## config.mk

```make
export PLATFORM = sky130hd
export DESIGN_NAME = nmea_rmc_position_parser_flat
export DESIGN_NICKNAME = d
export VERILOG_FILES = /design/src/rtl/rmc_pkg.sv /design/src/rtl/rmc_if.sv /design/src/rtl/rmc_front.sv /design/src/rtl/rmc_back.sv /design/src/rtl/nmea_rmc_position_parser.sv /design/src/flat_wrapper.sv
export SDC_FILE = /design/constraint.sdc
export NUM_CORES = 1
export LEC_CHECK = 0
export BUFFER_PORTS_ARGS = -buffer_cell sky130_fd_sc_hd__buf_2
export CAP_MARGIN = 20
export CORE_ASPECT_RATIO = 1.4
export CORE_MARGIN = 8
export CORE_UTILIZATION = 45
export CTS_CLUSTER_SIZE = 25
export DETAILED_ROUTE_END_ITERATION = 6
export HOLD_SLACK_MARGIN = 0.03
export PLACE_DENSITY = 0.71
export SLEW_MARGIN = 20
export SYNTH_ARGS = -nofsm -noshare
export SYNTH_HDL_FRONTEND = slang
export SYNTH_SLANG_ARGS = --single-unit
```

## constraint.sdc

```tcl
create_clock -name clk -period 20.6 [get_ports clk]
set_input_delay 4.12 -clock clk [delete_from_list [all_inputs] [get_ports clk]]
set_output_delay 4.12 -clock clk [all_outputs]
set_load 0.05 [all_outputs]
```

## src/rtl/rmc_pkg.sv

```systemverilog
// ----------------------------------------------------------------------------
// rmc_pkg - shared types and constants for the RMC position parser
// Byte classes, queue beat layout and header characters.
// ----------------------------------------------------------------------------
`default_nettype none

package rmc_pkg;

	localparam int LAT_CHARS   = 7;
	localparam int LON_CHARS   = 8;
	localparam int LAT_W       = 8 * LAT_CHARS;
	localparam int LON_W       = 8 * LON_CHARS;
	localparam int HDR_LEN     = 6;
	localparam int QUEUE_DEPTH = 2;
	localparam int QPTR_W      = $clog2(QUEUE_DEPTH);
	localparam int QCNT_W      = $clog2(QUEUE_DEPTH + 1);

	localparam logic [7:0] MAX_LEN_RST = 8'd100;
	localparam logic [7:0] CH_DOLLAR   = 8'h24;
	localparam logic [7:0] CH_LF       = 8'h0A;
	localparam logic [7:0] CH_CR       = 8'h0D;
	localparam logic [7:0] CH_COMMA    = 8'h2C;
	localparam logic [7:0] CH_ACTIVE   = 8'h41;

	// field positions of interest
	localparam logic [2:0] FLD_STATUS = 3'd2;
	localparam logic [2:0] FLD_LAT    = 3'd3;
	localparam logic [2:0] FLD_NS     = 3'd4;
	localparam logic [2:0] FLD_LON    = 3'd5;
	localparam logic [2:0] FLD_EW     = 3'd6;
	localparam logic [2:0] FLD_MAX    = 3'd7;
	localparam logic [2:0] FLD_MIN_OK = 3'd5;

	typedef enum logic [2:0] {
		K_DOLLAR,
		K_LF,
		K_CR,
		K_COMMA,
		K_OTHER
	} rmc_kind_t;

	typedef struct packed {
		rmc_kind_t  kind;
		logic [7:0] data;
	} rmc_beat_t;

	typedef struct packed {
		logic      valid;
		rmc_beat_t beat;
	} rmc_head_t;

	function automatic logic [7:0] hdr_char(input logic [2:0] idx);
		logic [7:0] c;
		unique case (idx)
			3'd0:    c = 8'h24; // $
			3'd1:    c = 8'h47; // G
			3'd2:    c = 8'h50; // P
			3'd3:    c = 8'h52; // R
			3'd4:    c = 8'h4D; // M
			3'd5:    c = 8'h43; // C
			default: c = 8'h00;
		endcase
		return c;
	endfunction

endpackage

`default_nettype wire

```

## src/rtl/rmc_if.sv

```systemverilog
// ----------------------------------------------------------------------------
// rmc_if - valid/ready channels of the RMC position parser
// Byte input channel and fix result channel.
// ----------------------------------------------------------------------------
`default_nettype none

interface rmc_byte_if;
	logic       valid;
	logic       ready;
	logic [7:0] rx_byte;

	modport source (output valid, output rx_byte, input ready);
	modport sink   (input valid, input rx_byte, output ready);
endinterface

interface rmc_fix_if;
	logic               valid;
	logic               ready;
	logic               fix_ok;
	logic [55:0]        lat_text;
	logic [7:0]         ns_char;
	logic signed [63:0] lon_text;
	logic [7:0]         ew_char;

	modport source (output valid, output fix_ok, output lat_text, output ns_char,
		output lon_text, output ew_char, input ready);
	modport sink   (input valid, input fix_ok, input lat_text, input ns_char,
		input lon_text, input ew_char, output ready);
endinterface

`default_nettype wire

```

## src/rtl/rmc_front.sv

```systemverilog
// ----------------------------------------------------------------------------
// rmc_front - byte intake and classification
// Tags each accepted byte with its class and holds it in a short queue.
// ----------------------------------------------------------------------------
`default_nettype none

module rmc_front (
	input  wire logic          clk,
	input  wire logic          arst_n,
	rmc_byte_if.sink           byte_in,
	input  wire logic          pop,
	output rmc_pkg::rmc_head_t head
);
	import rmc_pkg::*;

	rmc_beat_t           mem_q [QUEUE_DEPTH];
	logic [QPTR_W-1:0]   wr_ptr_q;
	logic [QPTR_W-1:0]   rd_ptr_q;
	logic [QCNT_W-1:0]   count_q;
	rmc_beat_t           beat_in;
	logic                push;
	logic                do_pop;

	always_comb begin
		beat_in.data = byte_in.rx_byte;
		unique case (byte_in.rx_byte)
			CH_DOLLAR: beat_in.kind = K_DOLLAR;
			CH_LF:     beat_in.kind = K_LF;
			CH_CR:     beat_in.kind = K_CR;
			CH_COMMA:  beat_in.kind = K_COMMA;
			default:   beat_in.kind = K_OTHER;
		endcase
	end

	assign byte_in.ready = (count_q != QCNT_W'(QUEUE_DEPTH));
	assign push          = byte_in.valid && byte_in.ready;
	assign do_pop        = pop && (count_q != '0);

	assign head.valid = (count_q != '0);
	assign head.beat  = mem_q[rd_ptr_q];

	always_ff @(posedge clk) begin
		if (push) begin
			mem_q[wr_ptr_q] <= beat_in;
		end
	end

	always_ff @(posedge clk or negedge arst_n) begin
		if (!arst_n) begin
			wr_ptr_q <= '0;
			rd_ptr_q <= '0;
			count_q  <= '0;
		end else begin
			if (push) begin
				wr_ptr_q <= (wr_ptr_q == QPTR_W'(QUEUE_DEPTH - 1)) ? '0 : wr_ptr_q + 1'b1;
			end
			if (do_pop) begin
				rd_ptr_q <= (rd_ptr_q == QPTR_W'(QUEUE_DEPTH - 1)) ? '0 : rd_ptr_q + 1'b1;
			end
			if (push && !do_pop) begin
				count_q <= count_q + 1'b1;
			end else if (do_pop && !push) begin
				count_q <= count_q - 1'b1;
			end
		end
	end

endmodule

`default_nettype wire

```

## src/rtl/rmc_back.sv

```systemverilog
// ----------------------------------------------------------------------------
// rmc_back - sentence tracking and result register
// Walks the queued bytes through the sentence state and emits one fix per end.
// ----------------------------------------------------------------------------
`default_nettype none

module rmc_back (
	input  wire logic          clk,
	input  wire logic          arst_n,
	input  wire logic          cfg_we,
	input  wire logic [7:0]    cfg_wdata,
	input  wire rmc_pkg::rmc_head_t head,
	output logic               pop,
	rmc_fix_if.source          fix_out
);
	import rmc_pkg::*;

	logic [7:0]       max_len_q;
	logic             in_sent_q,  in_sent_d;
	logic [7:0]       cnt_q,      cnt_d;
	logic             hdr_ok_q,   hdr_ok_d;
	logic [2:0]       fld_q,      fld_d;
	logic [3:0]       cif_q,      cif_d;
	logic             stat_q,     stat_d;
	logic [LAT_W-1:0] lat_q,      lat_d;
	logic [7:0]       ns_q,       ns_d;
	logic [LON_W-1:0] lon_q,      lon_d;
	logic [7:0]       ew_q,       ew_d;

	logic             out_valid_q;
	logic             fix_ok_q;
	logic [LAT_W-1:0] lat_out_q;
	logic [7:0]       ns_out_q;
	logic [LON_W-1:0] lon_out_q;
	logic [7:0]       ew_out_q;

	logic [7:0]       limit;
	logic             emit;
	logic             fix_ok;
	logic             out_free;
	logic [7:0]       c;
	logic [2:0]       lat_slot;
	logic [2:0]       lon_slot;

	assign limit    = (max_len_q == 8'd0) ? 8'd0 : max_len_q - 8'd1;
	assign c        = head.beat.data;
	assign lat_slot = 3'(LAT_CHARS - 1) - cif_q[2:0];
	assign lon_slot = 3'(LON_CHARS - 1) - cif_q[2:0];
	assign fix_ok   = hdr_ok_q && (cnt_q >= 8'(HDR_LEN)) && stat_q && (fld_q >= FLD_MIN_OK);

	always_comb begin
		in_sent_d = in_sent_q;
		cnt_d     = cnt_q;
		hdr_ok_d  = hdr_ok_q;
		fld_d     = fld_q;
		cif_d     = cif_q;
		stat_d    = stat_q;
		lat_d     = lat_q;
		ns_d      = ns_q;
		lon_d     = lon_q;
		ew_d      = ew_q;
		emit      = 1'b0;

		if (!in_sent_q) begin
			if (head.beat.kind == K_DOLLAR) begin
				// '$' is the first header char: it matches and opens field 0
				in_sent_d = 1'b1;
				cnt_d     = 8'd1;
				hdr_ok_d  = 1'b1;
				fld_d     = '0;
				cif_d     = 4'd1;
				stat_d    = 1'b0;
				lat_d     = '0;
				ns_d      = '0;
				lon_d     = '0;
				ew_d      = '0;
			end
		end else if (head.beat.kind == K_LF || cnt_q >= limit) begin
			emit      = 1'b1;
			in_sent_d = 1'b0;
		end else if (head.beat.kind != K_CR) begin
			if (cnt_q < 8'(HDR_LEN) && c != hdr_char(cnt_q[2:0])) begin
				hdr_ok_d = 1'b0;
			end
			if (head.beat.kind == K_COMMA) begin
				if (fld_q != FLD_MAX) begin
					fld_d = fld_q + 3'd1;
				end
				cif_d = '0;
			end else begin
				unique case (fld_q)
					FLD_STATUS: if (cif_q == '0) stat_d = (c == CH_ACTIVE);
					FLD_LAT: if (cif_q < 4'(LAT_CHARS)) begin
						lat_d[lat_slot*8 +: 8] = lat_q[lat_slot*8 +: 8] | c;
					end
					FLD_NS:  if (cif_q == '0) ns_d = c;
					FLD_LON: if (cif_q < 4'(LON_CHARS)) begin
						lon_d[lon_slot*8 +: 8] = lon_q[lon_slot*8 +: 8] | c;
					end
					FLD_EW:  if (cif_q == '0) ew_d = c;
					default: ;
				endcase
				if (cif_q != 4'd15) begin
					cif_d = cif_q + 4'd1;
				end
			end
			if (cnt_q != 8'd255) begin
				cnt_d = cnt_q + 8'd1;
			end
		end
	end

	assign out_free = !out_valid_q || fix_out.ready;
	assign pop      = head.valid && (!emit || out_free);

	always_ff @(posedge clk or negedge arst_n) begin
		if (!arst_n) begin
			max_len_q   <= MAX_LEN_RST;
			in_sent_q   <= 1'b0;
			cnt_q       <= '0;
			hdr_ok_q    <= 1'b0;
			fld_q       <= '0;
			cif_q       <= '0;
			stat_q      <= 1'b0;
			lat_q       <= '0;
			ns_q        <= '0;
			lon_q       <= '0;
			ew_q        <= '0;
			out_valid_q <= 1'b0;
		end else begin
			if (cfg_we) begin
				max_len_q <= cfg_wdata;
			end
			if (pop) begin
				in_sent_q <= in_sent_d;
				cnt_q     <= cnt_d;
				hdr_ok_q  <= hdr_ok_d;
				fld_q     <= fld_d;
				cif_q     <= cif_d;
				stat_q    <= stat_d;
				lat_q     <= lat_d;
				ns_q      <= ns_d;
				lon_q     <= lon_d;
				ew_q      <= ew_d;
			end
			if (pop && emit) begin
				out_valid_q <= 1'b1;
			end else if (fix_out.ready) begin
				out_valid_q <= 1'b0;
			end
		end
	end

	// result payload; text is zeroed for a rejected sentence
	always_ff @(posedge clk) begin
		if (pop && emit) begin
			fix_ok_q  <= fix_ok;
			lat_out_q <= fix_ok ? lat_q : '0;
			ns_out_q  <= fix_ok ? ns_q  : '0;
			lon_out_q <= fix_ok ? lon_q : '0;
			ew_out_q  <= fix_ok ? ew_q  : '0;
		end
	end

	assign fix_out.valid    = out_valid_q;
	assign fix_out.fix_ok   = fix_ok_q;
	assign fix_out.lat_text = lat_out_q;
	assign fix_out.ns_char  = ns_out_q;
	assign fix_out.lon_text = lon_out_q;
	assign fix_out.ew_char  = ew_out_q;

endmodule

`default_nettype wire

```

## src/rtl/nmea_rmc_position_parser.sv

```systemverilog
// ----------------------------------------------------------------------------
// nmea_rmc_position_parser - GPRMC sentence position extractor
// Byte stream in, one position fix out per sentence end.
// ----------------------------------------------------------------------------
// Usage:
//   byte_in  : one received character per beat (valid/ready).
//   fix_out  : one beat per sentence end: fix_ok plus latitude, N/S,
//              longitude and E/W text (text is zero when fix_ok is low).
//   cfg_we / cfg_wdata : write of max_length (reset 100); write only while
//              no sentence byte is in flight.
// Throughput: one byte per cycle unless a stalled fix_out holds the back,
//   with no gap between sentences. The front classifies bytes into a
//   2-beat queue; the back walks the sentence state byte by byte.
// Path: a sentence-ending byte is written into the queue, and its fix is
//   then captured in the output register that drives fix_out.
// Stall: a stalled fix_out holds the back only when the head byte would end
//   another sentence; other bytes keep flowing, and byte_in.ready drops
//   once the queue is full.
// Reset: arst_n clears the queue, the sentence state and the output valid;
//   max_length returns to 100. No clearing pass is needed.
// ----------------------------------------------------------------------------
`default_nettype none

module nmea_rmc_position_parser (
	input  wire logic       clk,
	input  wire logic       arst_n,
	input  wire logic       cfg_we,
	input  wire logic [7:0] cfg_wdata,
	rmc_byte_if.sink        byte_in,
	rmc_fix_if.source       fix_out
);
	import rmc_pkg::*;

	rmc_head_t head;
	logic      pop;

	// front: intake, byte class, queue
	rmc_front u_front (
		.clk     (clk),
		.arst_n  (arst_n),
		.byte_in (byte_in),
		.pop     (pop),
		.head    (head)
	);

	// back: sentence state machine and result register
	rmc_back u_back (
		.clk       (clk),
		.arst_n    (arst_n),
		.cfg_we    (cfg_we),
		.cfg_wdata (cfg_wdata),
		.head      (head),
		.pop       (pop),
		.fix_out   (fix_out)
	);

`ifndef SYNTHESIS
	// a rejected fix carries no text
	a_reject_zero: assert property (@(posedge clk) disable iff (!arst_n)
		(fix_out.valid && !fix_out.fix_ok) |->
		(fix_out.lat_text == '0 && fix_out.ns_char == '0 &&
		 fix_out.lon_text == '0 && fix_out.ew_char == '0))
		else $error("rejected fix carries text");

	// the queue only fills up behind a pending fix
	a_full_needs_fix: assert property (@(posedge clk) disable iff (!arst_n)
		!byte_in.ready |-> fix_out.valid)
		else $error("byte input stalled with no fix pending");

	// a stalled byte input means the back was blocked in the previous cycle too
	a_full_from_stall: assert property (@(posedge clk) disable iff (!arst_n)
		!byte_in.ready |-> $past(fix_out.valid && !fix_out.ready))
		else $error("queue full without output stall");
`endif

endmodule

`default_nettype wire
```

## src/flat_wrapper.sv

```systemverilog
// flat-port wrapper written by rule: the top's interface ports become plain ports
module nmea_rmc_position_parser_flat import rmc_pkg::*;
  (clk, arst_n, cfg_we, cfg_wdata, byte_in_valid, byte_in_rx_byte, byte_in_ready, fix_out_valid, fix_out_fix_ok, fix_out_lat_text, fix_out_ns_char, fix_out_lon_text, fix_out_ew_char, fix_out_ready);
  rmc_byte_if byte_in_i ();
  rmc_fix_if fix_out_i ();
  input  wire logic clk;
  input  wire logic arst_n;
  input  wire logic cfg_we;
  input  wire logic [7:0] cfg_wdata;
  input wire logic [$bits(byte_in_i.valid)-1:0] byte_in_valid;
  input wire logic [$bits(byte_in_i.rx_byte)-1:0] byte_in_rx_byte;
  output wire logic [$bits(byte_in_i.ready)-1:0] byte_in_ready;
  output wire logic [$bits(fix_out_i.valid)-1:0] fix_out_valid;
  output wire logic [$bits(fix_out_i.fix_ok)-1:0] fix_out_fix_ok;
  output wire logic [$bits(fix_out_i.lat_text)-1:0] fix_out_lat_text;
  output wire logic [$bits(fix_out_i.ns_char)-1:0] fix_out_ns_char;
  output wire logic [$bits(fix_out_i.lon_text)-1:0] fix_out_lon_text;
  output wire logic [$bits(fix_out_i.ew_char)-1:0] fix_out_ew_char;
  input wire logic [$bits(fix_out_i.ready)-1:0] fix_out_ready;
  assign byte_in_i.valid = byte_in_valid;
  assign byte_in_i.rx_byte = byte_in_rx_byte;
  assign byte_in_ready = byte_in_i.ready;
  assign fix_out_valid = fix_out_i.valid;
  assign fix_out_fix_ok = fix_out_i.fix_ok;
  assign fix_out_lat_text = fix_out_i.lat_text;
  assign fix_out_ns_char = fix_out_i.ns_char;
  assign fix_out_lon_text = fix_out_i.lon_text;
  assign fix_out_ew_char = fix_out_i.ew_char;
  assign fix_out_i.ready = fix_out_ready;
  nmea_rmc_position_parser u_core (.clk(clk), .arst_n(arst_n), .cfg_we(cfg_we), .cfg_wdata(cfg_wdata), .byte_in(byte_in_i), .fix_out(fix_out_i));
endmodule
```

; Word level (Yosys, flattened, before mapping)
; Memories as Yosys holds them, arrays and structs flattened.
; Cells that the tools add are included.
[classes]
n_eq_ne = 39
mux = 76
n_reduce_logical = 34
addsub = 12
shifts = 6
n_lt_le_gt_ge = 6
bitwise = 2
[ops]
columns = op, n
row1 = $mux W64, 7
row2 = $mux W56, 7
row3 = $mux W8, 21
row4 = $neg A6 Y34, 2
row5 = $bwmux W64, 1
row6 = $shift A8 B34 Y64 const A, 1
row7 = $shiftx A64 B7 Y8, 1
row8 = $shiftx A8 B34 Y64, 1
row9 = $bwmux W56, 1
row10 = $shift A8 B34 Y56 const A, 1
row11 = $shiftx A56 B7 Y8, 1
row12 = $shiftx A8 B34 Y56, 1
row13 = $pmux W7 S6, 1
row14 = $reduce_and A7 Y1, 5
row15 = $ne A2 B1 Y1 const B, 13
row16 = $mux W4, 6
row17 = $mux W1, 23
row18 = $mux W3, 6
row19 = $eq A8 B4 Y1 const B, 2
row20 = $eq A8 B6 Y1 const B, 2
row21 = $or A8 B8 Y8, 2
row22 = $eq A3 B2 Y1 const B, 5
row23 = $eq A3 B3 Y1 const B, 5
row24 = $reduce_and A5 Y1, 3
row25 = other kinds (33), 57
[totals]
regBits = 304
inputBits = 21
output_inout_bits = 139
n_memories = 1
ramBits = 22
elab_cells = 196
[memory_table]
columns = memory, depth, word_bits, read_ports, rd_clocked_by_memory_dff, write_ports, line
row1 = u_core.u_front.mem_q, 2, 11, 1, 0, 1, rmc_front.sv:16  ; rmc_beat_t mem_q [QUEUE_DEPTH];

; Depth between registers and ports, before layout
[depth]
depth_word = 13
ltp_mapped = 17
depth_no_buf = 16

; Hierarchy
; Synthesis repeated with hierarchy kept, for this count alone.
[hier_totals]
cells_unflattened = 1139
area_unflattened_um2 = 14682.8
[by_module_without_submodules]
columns = module, seq_area_each_um2, instances, cells_each, area_each_um2
row1 = rmc_back, 8196.6, 1, 1074, 13606.8
row2 = rmc_front, 760.7, 1, 65, 1076.0

; Worst setup path before layout
; OpenSTA, ideal clock, no wires.
[synth_path]
path_kind = input -> register
start = input fix_out_ready
end = register u_core.u_back.ew_out_q[0] (netlist: u_core.u_back.fix_out.ew_char[0]), enable pin
n_path_buf = 0
cell_stages = 2
t_required_ps = 19798
slack_ps = 6316
setup_time_ps = 802
arrival_time_ps = 13481
path_cell_list = nor2b_1 > nor3_1
[synth_between]
elab_chain_len = 4
[synth_rtl]
columns = item, line
row1 = from (decl), flat_wrapper.sv:19  ; input wire logic [$bits(fix_out_i.ready)-1:0] fix_out_ready;
row2 = $logic_or A1 B1 Y1, rmc_back.sv:113  ; assign out_free = !out_valid_q || fix_out.ready;
row3 = $logic_or A1 B1 Y1, rmc_back.sv:114  ; assign pop = head.valid && (!emit || out_free);
row4 = $logic_and A1 B1 Y1, rmc_back.sv:114
row5 = $logic_and A1 B1 Y1, rmc_back.sv:156  ; if (pop && emit) begin
row6 = to (signal assigned), rmc_back.sv:161  ; ew_out_q <= fix_ok ? ew_q : '0;
row7 = to (decl), rmc_back.sv:35  ; logic [7:0] ew_out_q;
; No other way between the ends.
; A chain may end at the register's enable or synchronous reset.

; Worst setup path after layout
[layout_path]
start = input fix_out_ready
end = register u_core.u_back.ew_out_q[6] (netlist: u_core.u_back.fix_out.ew_char[6]), enable pin
; The elaborated chain is that of the path after synthesis.

==> impl_results.md <==
* GRT Total Usage at 0.1908
* Post-synth EDFFs at 159
* HP Start: u_core.u_front.wr_ptr_q
* HP Class: reg -> reg
* Worst path required time at around 21000 ps
* Core area at about 33000 sq um
* Worst vdd ir at ~0.09 mV
* Outcome: finished, final reports clean
* Drt drc at 0
* Htree depth at 1
* Crit path setup slack, layout at 14780 ps
* # IOs at 160
* Worst skew pair latency at between 500 and 600 ps
* Area Growth Syn to Fin at 15.03%
* Synth area leader: edfxtp_1
* Post-CTS resize count at 0
* Full die area at about 39000 sq um
* CTS tree: yes
* Die W at ~170 um
* Syn Std Cell Area at 14930 sq um
* Synth Warn # at 0
* Drt wl/cell at approximately 21 um
* Max cap viols at 0
* Clock root buffer: clkbuf_16
* Highest clock rate at 171.7 MHz
* Final worst-path cycle share at 0.2827
* Dominant cells by area after synthesis: edfxtp_1, dfrtp_1, and2_1, a22o_1, mux4_2
* Via count at 10340
* Nets at approximately 1400
* Setup TNS at 0 ps
* Port Buffers at between 150 and 200
* Standard-cell row count at ~80
* Detailed Routing Iterations Pass 1 at 5
* Diode count at 0
* Final WL at between 30 and 40 mm
* Endpoints failing setup at 0
* Number of synthesized register bits at 326
* Share of layout cells above drive strength 1 at 0.2232
* Most used cell, CP: buf_4
* Post-Synthesis Cells at 1170
* CP startpoint kind: primary input
* Critical path's top delay family: buffers and inverters
* Synth top area share at 0.3198
* Worst reg2reg path startpoint: u_core.u_back.max_len_q[0]
* RSZ-0062 raised after global routing: no
* CP bufs+invs at 3
* CTS buffer count at 30
* Final GP Congestion at ~0.87
* Initial antenna violation count at 0
* Hold-fix buffers, CTS at 0
* Largest net degree at the start of global routing at slightly below 100
* Inst Count DP at around 1700
* Post-CTS Setup Bufs at 0
* CP max stage delay at 830 ps
* Worst-Margin Slew at 1145 ps
* Vias in the first global route at 10530
* Critical Path Start: fix_out_ready
* Worst setup path category: in -> reg
* Max Root-Sink Buffers at 3
* Final Critical Period at about 5800 ps
* CTS clk-pin slew, worst paths at around 60 ps
* Yosys cell types at just under 70
* Post-synth top flop: dfrtp_1
* Starting density of the core at 0.4522
* Max Slew Vio Count at 0
* Grt ovf at 0
* Final cell count without fillers at approximately 1800
* Critical-path maximum fanout at between 70 and 80
* Slew HR at 0.2306
* PwrDens at about 120 nW/um^2
* Clk_skew at around 25 ps
* Syn Nets at around 1200
* Final Hold Vio Count at 0
* First-pass GRT wire length at 59.63 mm
* Die height at between 200 and 250 um
* Clk sinks at 326
* Max stage delay cell, worst path: buf_4
* Vias per cell at roughly 5.8
* Ys async rst share at 0.5123
* Crit path DAT at approximately 6000 ps
* Crit. End Element: flop
* Detail Placement HPWL at between 20 and 30 mm
* Leakage Power at just over 0.007 uW
* Syn avg cell area at approximately 13 sq um
* Post-DRT Antenna Nets at 0
* Cells along the critical path: buf_2 -> nor2b_1 -> nor3_2 -> buf_4 -> buf_4
* Sequential fraction of the synthesis area at 0.6000
* DP Worst Slack at ~14000 ps
* Violation count after the first detailed-routing iteration at roughly 900
path summary, 6_finish.rpt:
kind                                                    end  slack, ps  cells past startpoint
setup / recovery           u_core.u_back.fix_out.ew_char[6]      14780                      5
hold / removal                      u_core.u_front.wr_ptr_q        490                      1
setup reg to reg           u_core.u_back.fix_out.ew_char[6]      15640                     14
hold reg to reg                     u_core.u_front.wr_ptr_q        490                      1
max in group asynchronous           u_core.u_back.lon_q[59]      15660                      3
min in group asynchronous           u_core.u_back.lat_q[38]       3640                      1
cell families (layout without fill, tap and decap cells):
logic type               after synthesis  in the layout  synth area share
AO/OA/AOI/OAI                        241            241            0.1269
XOR/XNOR                              12             12          0.007040
flip-flops                           326            326            0.6000
multiplexers                          67             67           0.06730
adder cells (fa/ha/maj)               34             34           0.02849
buffers and inverters                 84            258           0.02221
AND/OR/NAND/NOR                      406            406            0.1481
where the power goes:
part | internal (uW) | leakage [uW] | switching [uW]
combinational | 213 | 0.00286 | 492
clock | 294 | 0.000481 | 246
sequential | 773 | 0.00370 | 78.3
total | 1280 | 0.00704 | 816
routing by layer:
layer / track usage / part of all wire
met1: 0.2354 / 0.40
met2: 0.3288 / 0.50
met3: 0.03320 / 0.069
met4: 0.07337 / 0.036
met5: 0 / 0
through the flow:
stage / util / hold WS, ps / power (uW) / cell area, sq um
detailed placement: 0.4903 / 480.1 / 1559 / 16190
floorplan: - / 460.8 / 1357 / 14930
global route: 0.5202 / 513.8 / 2193 / 17170
global placement: 0.4903 / 479.6 / 1542 / 16190
CTS: 0.5193 / 492.7 / 2100 / 17140
finish: 0.5202 / 493.7 / 2097 / 17170
Yosys cell counts, types with 26 or more instances:
library cell  instances
and2_1              142
dfrtp_1             164
edfxtp_1            159
nor3_1               26
mux2_2               27
nand3_1              26
nand2_1              95
a21oi_1              30
a22o_1               82
nor2_1               42
inv_1                27
clkbuf_1             43
ha_1                 34
cell type report:
class / count / area (sq um)
clock buffers: 41 / 862.1
inverters: 28 / 105.1
well taps: 445 / 556.8
flip-flops and latches: 326 / 8959
repair buffers: 174 / 927.1
fillers: 2891 / 15840
clock inverters: 15 / 95.09
multi-input cells: 760 / 5668
registers in the layout, summed over array words and instances (netlist names):
| name | cells |
|---|---|
| u_core.u_back.cif_q | 4 |
| u_core.u_back.cnt_q | 8 |
| u_core.u_back.ew_q | 8 |
| u_core.u_back.fix_out.ew_char | 8 |
| u_core.u_back.fix_out.fix_ok | 1 |
| u_core.u_back.fix_out.lat_text | 56 |
| u_core.u_back.fix_out.lon_text | 64 |
| u_core.u_back.fix_out.ns_char | 8 |
| u_core.u_back.fix_out.valid | 1 |
| u_core.u_back.fld_q | 3 |
| u_core.u_back.hdr_ok_q | 1 |
| u_core.u_back.in_sent_q | 1 |
| u_core.u_back.lat_q | 56 |
| u_core.u_back.lon_q | 64 |
| u_core.u_back.max_len_q | 8 |
| u_core.u_back.ns_q | 8 |
| u_core.u_back.stat_q | 1 |
| u_core.u_front.count_q | 2 |
| u_core.u_front.mem_q | 22 |
| u_core.u_front.rd_ptr_q | 1 |
| u_core.u_front.wr_ptr_q | 1 |
cells in the final DEF, fill, tap and decap left out, drive strengths merged, types with 7 or more instances in the layout:
master and n:
a21oi 30, a22o 82, a31oi 15, and2 142, buf 174, clkbuf 41, clkinv 13, dfrtp 164
edfxtp 159, ha 34, inv 29, mux2 27, mux2i 16, mux4 24, nand2 95, nand2b 15
nand3 26, nor2 42, nor2b 18, nor3 28, nor4 11, o21ai 10, o221ai 18, o22ai 9
o2bb2ai 17, o31ai 12, xor2 7
Power figures use the tool's default switching activity.
